File: config.mk
export PLATFORM = sky130hd
export DESIGN_NAME = led_bar_frame_builder_unit
export DESIGN_NICKNAME = d
export VERILOG_FILES = /design/src/lbfb_pkg.sv /design/src/lbfb_ctrl.sv /design/src/lbfb_datapath.sv /design/src/led_bar_frame_builder_unit.sv
export SDC_FILE = /design/constraint.sdc
export NUM_CORES = 1
export LEC_CHECK = 0
export ABC_AREA = 1
export BUFFER_PORTS_ARGS = -buffer_cell sky130_fd_sc_hd__buf_2
export CORE_MARGIN = 5
export CORE_UTILIZATION = 51
export CTS_CLUSTER_SIZE = 8
export DETAILED_ROUTE_END_ITERATION = 16
export GPL_ROUTABILITY_DRIVEN = 0
export PLACE_DENSITY = 0.7
export SYNTH_ARGS = -nofsm -noshare
export SYNTH_HDL_FRONTEND = slang
export SYNTH_SLANG_ARGS = --single-unit
File: constraint.sdc
create_clock -name clk -period 7.5 [get_ports clk]
set_clock_uncertainty 0.05 [all_clocks]
set_input_delay 1.5 -clock clk [delete_from_list [all_inputs] [get_ports clk]]
set_output_delay 1.5 -clock clk [all_outputs]
set_load 0.005 [all_outputs]
File: src/lbfb_pkg.sv
`timescale 1ns / 1ps
// Shared types, constants and helpers for the LED bar frame builder.
// No dependencies; every other file in src imports this package.
package lbfb_pkg;

  localparam int SEGMENT_COUNT = 10;
  localparam int FRAME_WORDS   = SEGMENT_COUNT + 3;
  localparam int SEG_IDX_W     = $clog2(SEGMENT_COUNT);
  localparam int WORD_IDX_W    = $clog2(FRAME_WORDS);

  localparam logic [WORD_IDX_W-1:0] LAST_WORD_IDX = WORD_IDX_W'(FRAME_WORDS - 1);
  localparam logic [6:0]            MAX_LEVEL     = 7'(8 * SEGMENT_COUNT);
  localparam logic [7:0]            MASK_FULL     = 8'hFF;
  localparam logic [7:0]            MASK_OFF      = 8'h00;

  // Update modes; codes above MODE_REFRESH behave as refresh
  localparam logic [2:0] MODE_BAR     = 3'd0;
  localparam logic [2:0] MODE_SET     = 3'd1;
  localparam logic [2:0] MODE_TOGGLE  = 3'd2;
  localparam logic [2:0] MODE_PATTERN = 3'd3;
  localparam logic [2:0] MODE_REFRESH = 3'd4;

  // Configuration register indexes
  localparam logic CFG_REVERSE_ORDER = 1'b0;
  localparam logic CFG_COMMAND_WORD  = 1'b1;

  typedef struct packed {
    logic [2:0] mode;
    logic [6:0] level_eighths;
    logic [3:0] led_number;
    logic [3:0] brightness_eighths;
    logic [9:0] bit_pattern;
  } in_item_t;

  typedef struct packed {
    logic [15:0] frame_word;
    logic        last_word;
    logic [9:0]  lit_mask;
  } out_item_t;

  // Commands from the controller to the datapath
  typedef struct packed {
    logic                  load_item;
    logic                  apply_update;
    logic                  emit;
    logic [WORD_IDX_W-1:0] word_idx;
  } lbfb_cmd_t;

  // Thermometer code: n low bits set, saturating at a full mask
  function automatic logic [7:0] thermo(input logic [6:0] eighths);
    logic [7:0] m;
    if (eighths >= 7'd8) begin
      m = MASK_FULL;
    end else begin
      m = 8'((9'd1 << eighths[2:0]) - 9'd1);
    end
    return m;
  endfunction

endpackage

File: src/lbfb_ctrl.sv
`timescale 1ns / 1ps
// Controller of the LED bar frame builder: sequences update and frame words.
// Depends on lbfb_pkg.
module lbfb_ctrl (
  input  logic               clk,
  input  logic               rst_n,
  input  logic               start,
  output logic               busy,
  output lbfb_pkg::lbfb_cmd_t cmd
);
  import lbfb_pkg::*;

  typedef enum logic [1:0] {
    ST_IDLE,
    ST_UPDATE,
    ST_SEND
  } state_t;

  state_t                state_r, state_nxt;
  logic [WORD_IDX_W-1:0] word_idx_r, word_idx_nxt;

  always_comb begin
    state_nxt    = state_r;
    word_idx_nxt = word_idx_r;
    unique case (state_r)
      ST_IDLE: begin
        if (start) begin
          state_nxt = ST_UPDATE;
        end
      end
      ST_UPDATE: begin
        state_nxt    = ST_SEND;
        word_idx_nxt = '0;
      end
      ST_SEND: begin
        if (word_idx_r == LAST_WORD_IDX) begin
          state_nxt = ST_IDLE;
        end else begin
          word_idx_nxt = word_idx_r + 1'b1;
        end
      end
      default: state_nxt = ST_IDLE;
    endcase
  end

  always_ff @(posedge clk) begin
    if (!rst_n) begin
      state_r    <= ST_IDLE;
      word_idx_r <= '0;
    end else begin
      state_r    <= state_nxt;
      word_idx_r <= word_idx_nxt;
    end
  end

  assign busy             = (state_r != ST_IDLE);
  assign cmd.load_item    = (state_r == ST_IDLE) && start;
  assign cmd.apply_update = (state_r == ST_UPDATE);
  assign cmd.emit         = (state_r == ST_SEND);
  assign cmd.word_idx     = word_idx_r;

  a_accept_busy: assert property (@(posedge clk) disable iff (!rst_n)
    start && !busy |=> busy)
    else $error("accepted item did not raise busy");

  a_emit_busy: assert property (@(posedge clk) disable iff (!rst_n)
    cmd.emit |-> busy && !cmd.load_item)
    else $error("word emitted while idle");

  a_last_word_ends: assert property (@(posedge clk) disable iff (!rst_n)
    cmd.emit && cmd.word_idx == LAST_WORD_IDX |=> !busy)
    else $error("frame did not end after its last word");

  a_idx_range: assert property (@(posedge clk) disable iff (!rst_n)
    cmd.emit |-> cmd.word_idx <= LAST_WORD_IDX)
    else $error("word index beyond frame");

endmodule

File: src/lbfb_datapath.sv
`timescale 1ns / 1ps
// Datapath of the LED bar frame builder: segment masks, config registers,
// mask update and frame word output register. Depends on lbfb_pkg.
module lbfb_datapath (
  input  logic                 clk,
  input  logic                 rst_n,
  input  lbfb_pkg::in_item_t   in_data,
  input  lbfb_pkg::lbfb_cmd_t  cmd,
  input  logic                 cfg_we,
  input  logic                 cfg_index,
  input  logic [15:0]          cfg_wdata,
  output logic                 out_valid,
  output lbfb_pkg::out_item_t  out_data
);
  import lbfb_pkg::*;

  in_item_t    item_r;
  logic [7:0]  masks_r   [SEGMENT_COUNT];
  logic [7:0]  masks_nxt [SEGMENT_COUNT];
  logic        reverse_r;
  logic [15:0] command_r;
  logic        out_valid_r;
  out_item_t   out_data_r, out_data_nxt;

  logic [6:0]           level;
  logic [3:0]           led_clamped;
  logic [SEG_IDX_W-1:0] led_idx;
  logic [9:0]           lit;
  logic [SEG_IDX_W-1:0] seg_sel;

  always_ff @(posedge clk) begin
    if (cmd.load_item) begin
      item_r <= in_data;
    end
  end

  always_ff @(posedge clk) begin
    if (!rst_n) begin
      reverse_r <= 1'b0;
      command_r <= '0;
    end else if (cfg_we) begin
      unique case (cfg_index)
        CFG_REVERSE_ORDER: reverse_r <= cfg_wdata[0];
        CFG_COMMAND_WORD:  command_r <= cfg_wdata;
        default: ;
      endcase
    end
  end

  // Clamp level to the bar length and led number to 1..SEGMENT_COUNT
  always_comb begin
    level = (item_r.level_eighths > MAX_LEVEL) ? MAX_LEVEL : item_r.level_eighths;
    led_clamped = item_r.led_number;
    if (led_clamped < 4'd1) begin
      led_clamped = 4'd1;
    end
    if (led_clamped > 4'(SEGMENT_COUNT)) begin
      led_clamped = 4'(SEGMENT_COUNT);
    end
    led_idx = SEG_IDX_W'(led_clamped - 4'd1);
  end

  // Every segment works out its own next mask
  always_comb begin
    for (int i = 0; i < SEGMENT_COUNT; i++) begin
      masks_nxt[i] = masks_r[i];
      case (item_r.mode)
        MODE_BAR: begin
          if (level > 7'(8 * i)) begin
            masks_nxt[i] = thermo(level - 7'(8 * i));
          end else begin
            masks_nxt[i] = MASK_OFF;
          end
        end
        MODE_SET: begin
          if (led_idx == SEG_IDX_W'(i)) begin
            masks_nxt[i] = thermo({3'd0, item_r.brightness_eighths});
          end
        end
        MODE_TOGGLE: begin
          if (led_idx == SEG_IDX_W'(i)) begin
            masks_nxt[i] = (masks_r[i] != MASK_OFF) ? MASK_OFF : MASK_FULL;
          end
        end
        MODE_PATTERN: begin
          masks_nxt[i] = item_r.bit_pattern[i] ? MASK_FULL : MASK_OFF;
        end
        default: ; // refresh and unused codes hold the masks
      endcase
    end
  end

  always_ff @(posedge clk) begin
    if (!rst_n) begin
      for (int i = 0; i < SEGMENT_COUNT; i++) begin
        masks_r[i] <= MASK_OFF;
      end
    end else if (cmd.apply_update) begin
      for (int i = 0; i < SEGMENT_COUNT; i++) begin
        masks_r[i] <= masks_nxt[i];
      end
    end
  end

  always_comb begin
    lit = '0;
    for (int i = 0; i < SEGMENT_COUNT; i++) begin
      lit[i] = (masks_r[i] != MASK_OFF);
    end
  end

  // Word 0 is the command, then one word per segment, then zero pads
  always_comb begin
    seg_sel = reverse_r ? SEG_IDX_W'(4'(SEGMENT_COUNT) - 4'(cmd.word_idx))
                        : SEG_IDX_W'(4'(cmd.word_idx) - 4'd1);
    out_data_nxt.frame_word = 16'd0;
    if (cmd.word_idx == '0) begin
      out_data_nxt.frame_word = command_r;
    end else if (cmd.word_idx <= WORD_IDX_W'(SEGMENT_COUNT)) begin
      out_data_nxt.frame_word = {8'd0, masks_r[seg_sel]};
    end
    out_data_nxt.last_word = (cmd.word_idx == LAST_WORD_IDX);
    out_data_nxt.lit_mask  = lit;
  end

  always_ff @(posedge clk) begin
    if (!rst_n) begin
      out_valid_r <= 1'b0;
    end else begin
      out_valid_r <= cmd.emit;
    end
  end

  always_ff @(posedge clk) begin
    if (cmd.emit) begin
      out_data_r <= out_data_nxt;
    end
  end

  assign out_valid = out_valid_r;
  assign out_data  = out_data_r;

  a_valid_follows_emit: assert property (@(posedge clk) disable iff (!rst_n)
    cmd.emit |=> out_valid)
    else $error("emitted word did not reach the output");

  a_masks_hold: assert property (@(posedge clk) disable iff (!rst_n)
    cmd.emit |=> lit == $past(lit))
    else $error("masks changed during a frame");

  a_last_strobe: assert property (@(posedge clk) disable iff (!rst_n)
    out_valid && out_data.last_word |=> !out_valid)
    else $error("word after the last word of a frame");

endmodule

File: src/led_bar_frame_builder_unit.sv
`timescale 1ns / 1ps
// Top level of the LED bar frame builder: controller plus datapath.
// Depends on lbfb_pkg, lbfb_ctrl and lbfb_datapath.
//
// Each accepted item (start high while busy is low) first updates the ten
// segment masks in the update state, then sends a 13-word frame, one word per
// cycle with out_valid high: the command word, the ten segment words (reversed
// when reverse_order is set) and two zero pads, the last one flagged by
// last_word. The first word is on the outputs once the update state has passed
// and the first send state's word has been registered. busy stays high through
// the update state and the whole word sequence, and the next item is taken only
// once busy is low again, so no item is accepted while a frame is sent. The receiver cannot
// stall: each word is shown for exactly one cycle. Write configuration only
// while busy is low and no frame word is still pending.
module led_bar_frame_builder_unit (
  input  logic                clk,
  input  logic                rst_n,
  input  logic                start,
  output logic                busy,
  input  lbfb_pkg::in_item_t  in_data,
  output logic                out_valid,
  output lbfb_pkg::out_item_t out_data,
  input  logic                cfg_we,
  input  logic                cfg_index,
  input  logic [15:0]         cfg_wdata
);
  import lbfb_pkg::*;

  lbfb_cmd_t cmd;

  lbfb_ctrl u_ctrl (
    .clk   (clk),
    .rst_n (rst_n),
    .start (start),
    .busy  (busy),
    .cmd   (cmd)
  );

  lbfb_datapath u_datapath (
    .clk       (clk),
    .rst_n     (rst_n),
    .in_data   (in_data),
    .cmd       (cmd),
    .cfg_we    (cfg_we),
    .cfg_index (cfg_index),
    .cfg_wdata (cfg_wdata),
    .out_valid (out_valid),
    .out_data  (out_data)
  );

endmodule

==> results.cfg <==
[run_status]
status = finished, final reports clean

[detailed_routing]
ant_nets = 0
vias = 7719
drt_iter0_drc = 988
drc = 0
drt-vias-per-instance = 5.70
wl_um = 24100
wl_per_cell_um = 17.8
firstDrtPassIters = 6

[yosys]
synth_nets = 1110
synth-edff-count = 135
synth_top_family_by_area = simple AND/OR/NAND/NOR gates
synth_compound_area_share_pct = 14.1
seq_area_frac_synth_pct = 52.0
synth_area_mm2 = 0.00873
synthFlopType = edfxtp_1
ys.warnings.count = 0
synthDistinctLibCells = 39
syn-instance-count = 1051
syn_area_per_cell_um2 = 8.30
synth-simple-area-share_pct = 24.5
muxShareOfSynthArea_pct = 0
synth-async-reset-ratio_pct = 0
synth-xor-area-share_pct = 0.301
synth-seq-cells = 159
synth_fa_ha_area_share_pct = 1.43

[layout]
syn_to_final_growth_pct = 13.4
n_antenna_cell = 0
finalNonFillerCells = 1355
multi_input_area_mm2 = 0.00353
fillers = 1475
regArea_mm2 = 0.00453
final_cell_mix = nand2_1 (222), nor2_1 (142), edfxtp_1 (135)
drive_gt1_share_pct = 13.7
nNetsFinal = 1181
layout_commonest_cell = nand2_1

[worst_setup_path]
cp-start-kind = primary input
r2r_slack_ns = 4.27
cp_common_cell = inv_1
cp-endpoint = u_datapath.masks_r[8][1]
slowest_delay_ns = 0.83
arrival_ns = 3.99
ff2ff_path_depth = 14
cp_slowest_cell = nor2_1
r2r-end = u_datapath.masks_r[7][6]
rr_startpoint = u_datapath.item_r[24]
cp-end-kind = flip-flop
startpoint = rst_n
path_cells = buf_2 > inv_1 > nor2_1 > o21ai_1 > o21ai_0 > inv_1
required_ns = 7.60
crit_path_max_fanout = 20
crit_type = in2reg

[cts]
clock_path_buffers = 2
cts_setup_buffers = 0
h-tree-depth = 4
cts.repair.resized = 0
cts.sinks = 159
clkTransAtPathRegs_ns = 0.07
cts_buffers = 17
cts-root-buf = clkbuf_16
clk_latency_ns = 0.44
postCtsHoldBufs = 0
cts_tree = done

[timing]
rsz0062_at_grt = no
slew_viol_final = 0
fmax_mhz = 257
relSlewSlack_pct = 22.6
finalHoldViolations = 0
setup-tns-final_ns = 0
setup_viol_count_final = 0
worst_pin_slew_ns = 1.16
finalCriticalPeriod_ns = 3.89
fin_crit_sh_pct = 51.9

[global_routing]
first_global_vias = 7133
grt_overflow = 0
antenna_found_initial = 0
grt_max_degree = 69
grt_pass1_wl_um = 38100
grt_use_total_pct = 24.6

[placement]
dp.cells = 1323
portBuffers = 77
place_hpwl_um = 17400

[pwr]
powerDensity_mw_per_mm2 = 233
power_uw = 2300
vdd.ir_drop.worst_mv = 0.184
total_leakage_power_uw = 0.00415

[floorplanning]
num_rows = 47
start_util_pct = 52.2
core_mm2 = 0.0167
io_pins = 78
die_h_um = 141
dieArea_mm2 = 0.0198
die_x_um = 141

[run]
maxCapViolCount = 0

[hold_path]
hp-class = reg2reg
## synth_stat cells, types with 2 or more instances
| master | instances | area [µm²] |
|---|---|---|
| a21oi_2 | 5 | 43.8 |
| a31oi_1 | 2 | 12.5 |
| ha_1 | 10 | 125 |
| a21oi_4 | 5 | 81.3 |
| nand2_1 | 222 | 833 |
| nand2_2 | 3 | 18.8 |
| o21ai_0 | 54 | 270 |
| xor2_1 | 3 | 26.3 |
| o21ai_1 | 23 | 115 |
| inv_2 | 7 | 26.3 |
| buf_6 | 3 | 33.8 |
| edfxtp_1 | 135 | 4050 |
| nor3_1 | 13 | 65.1 |
| nand4_1 | 15 | 93.8 |
| buf_2 | 4 | 20.0 |
| clkbuf_1 | 22 | 82.6 |
| o211ai_1 | 23 | 173 |
| clkinv_1 | 6 | 22.5 |
| dfxtp_1 | 24 | 480 |
| o21ai_4 | 2 | 32.5 |
| nor3_2 | 2 | 20.0 |
| inv_1 | 126 | 473 |
| nand2_4 | 2 | 22.5 |
| or2_2 | 2 | 12.5 |
| a211oi_1 | 3 | 22.5 |
| nand3_1 | 82 | 410 |
| nor4_1 | 10 | 62.6 |
| a21oi_1 | 84 | 420 |
| nor2_1 | 144 | 541 |
| nor2_2 | 4 | 25.0 |
| nand3_2 | 3 | 30.0 |
## cells by family after synthesis
group / Yosys count
buffers and inverters: 170
AND/OR/NAND/NOR: 503
AO/OA/AOI/OAI: 206
XOR/XNOR: 3
flip-flops: 159
adder cells (fa/ha/maj): 10
## power by group
group / leakage [µW] / internal [µW] / total [µW] / switching [µW]
clock: 0.000298 / 454 / 876 / 422
sequential: 0.00153 / 1030 / 1060 / 38.1
combinational: 0.00232 / 107 / 366 / 259
## area by class of cell
| cell class | instances | share of cell area, % |
|---|---|---|
| clock buffers | 17 | 4.30 |
| clock inverters | 15 | 1.86 |
| inverters | 139 | 5.27 |
| well taps | 220 | 2.78 |
| repair buffers | 83 | 4.35 |
| multi-input cells | 722 | 35.6 |
| flip-flops and latches | 159 | 45.8 |
## critical path, delay by kind of cell
| kind | cells | cell delay, ns |
|---|---|---|
| AOI/OAI and AO/OA | 2 | 0.98 |
| and+or+nand+nor | 1 | 0.83 |
| buffers and inverters | 3 | 0.68 |
## flip-flops by register name, indices dropped and copies added, names as in the netlist
signal / flops
u_ctrl.state_r: 2
u_ctrl.word_idx_r: 4
u_datapath.command_r: 16
u_datapath.item_r: 28
u_datapath.masks_r: 80
u_datapath.out_data: 27
u_datapath.out_valid: 1
u_datapath.reverse_r: 1
## how the worst min path moves through the flow
stage                              from                       end  slack [ns]  depth (start not counted)
2_1_floorplan  u_datapath.command_r[15]  u_datapath.command_r[15]        0.38                          2
3_3_place_gp   u_datapath.command_r[13]  u_datapath.command_r[13]        0.39                          2
3_5_place_dp   u_datapath.command_r[12]  u_datapath.command_r[12]        0.39                          2
4_1_cts        u_datapath.command_r[12]  u_datapath.command_r[12]        0.41                          2
5_1_grt        u_datapath.command_r[12]  u_datapath.command_r[12]        0.43                          2
6_report       u_datapath.command_r[15]  u_datapath.command_r[15]        0.41                          2
## per-stage QoR
step	hold slack [ns]	cell area (µm²)	setup slack [ns]	util, %
detailed placement	0.394	9290	3.23	55.6
global placement	0.388	9290	3.34	55.6
finish	0.406	9900	3.61	59.3
global route	0.431	9900	3.36	59.3
CTS	0.406	9900	3.66	59.3
floorplan	0.380	8730	4.30	-
## layer usage
metal,track usage [%],vias to the layer above,share of wire (%)
li1,-,3688,-
met1,33.4,3513,41
met2,38.7,451,45
met3,5.15,67,10
met4,9.89,0,3.4
met5,0,-,0
Power figures use the tool's default switching activity.
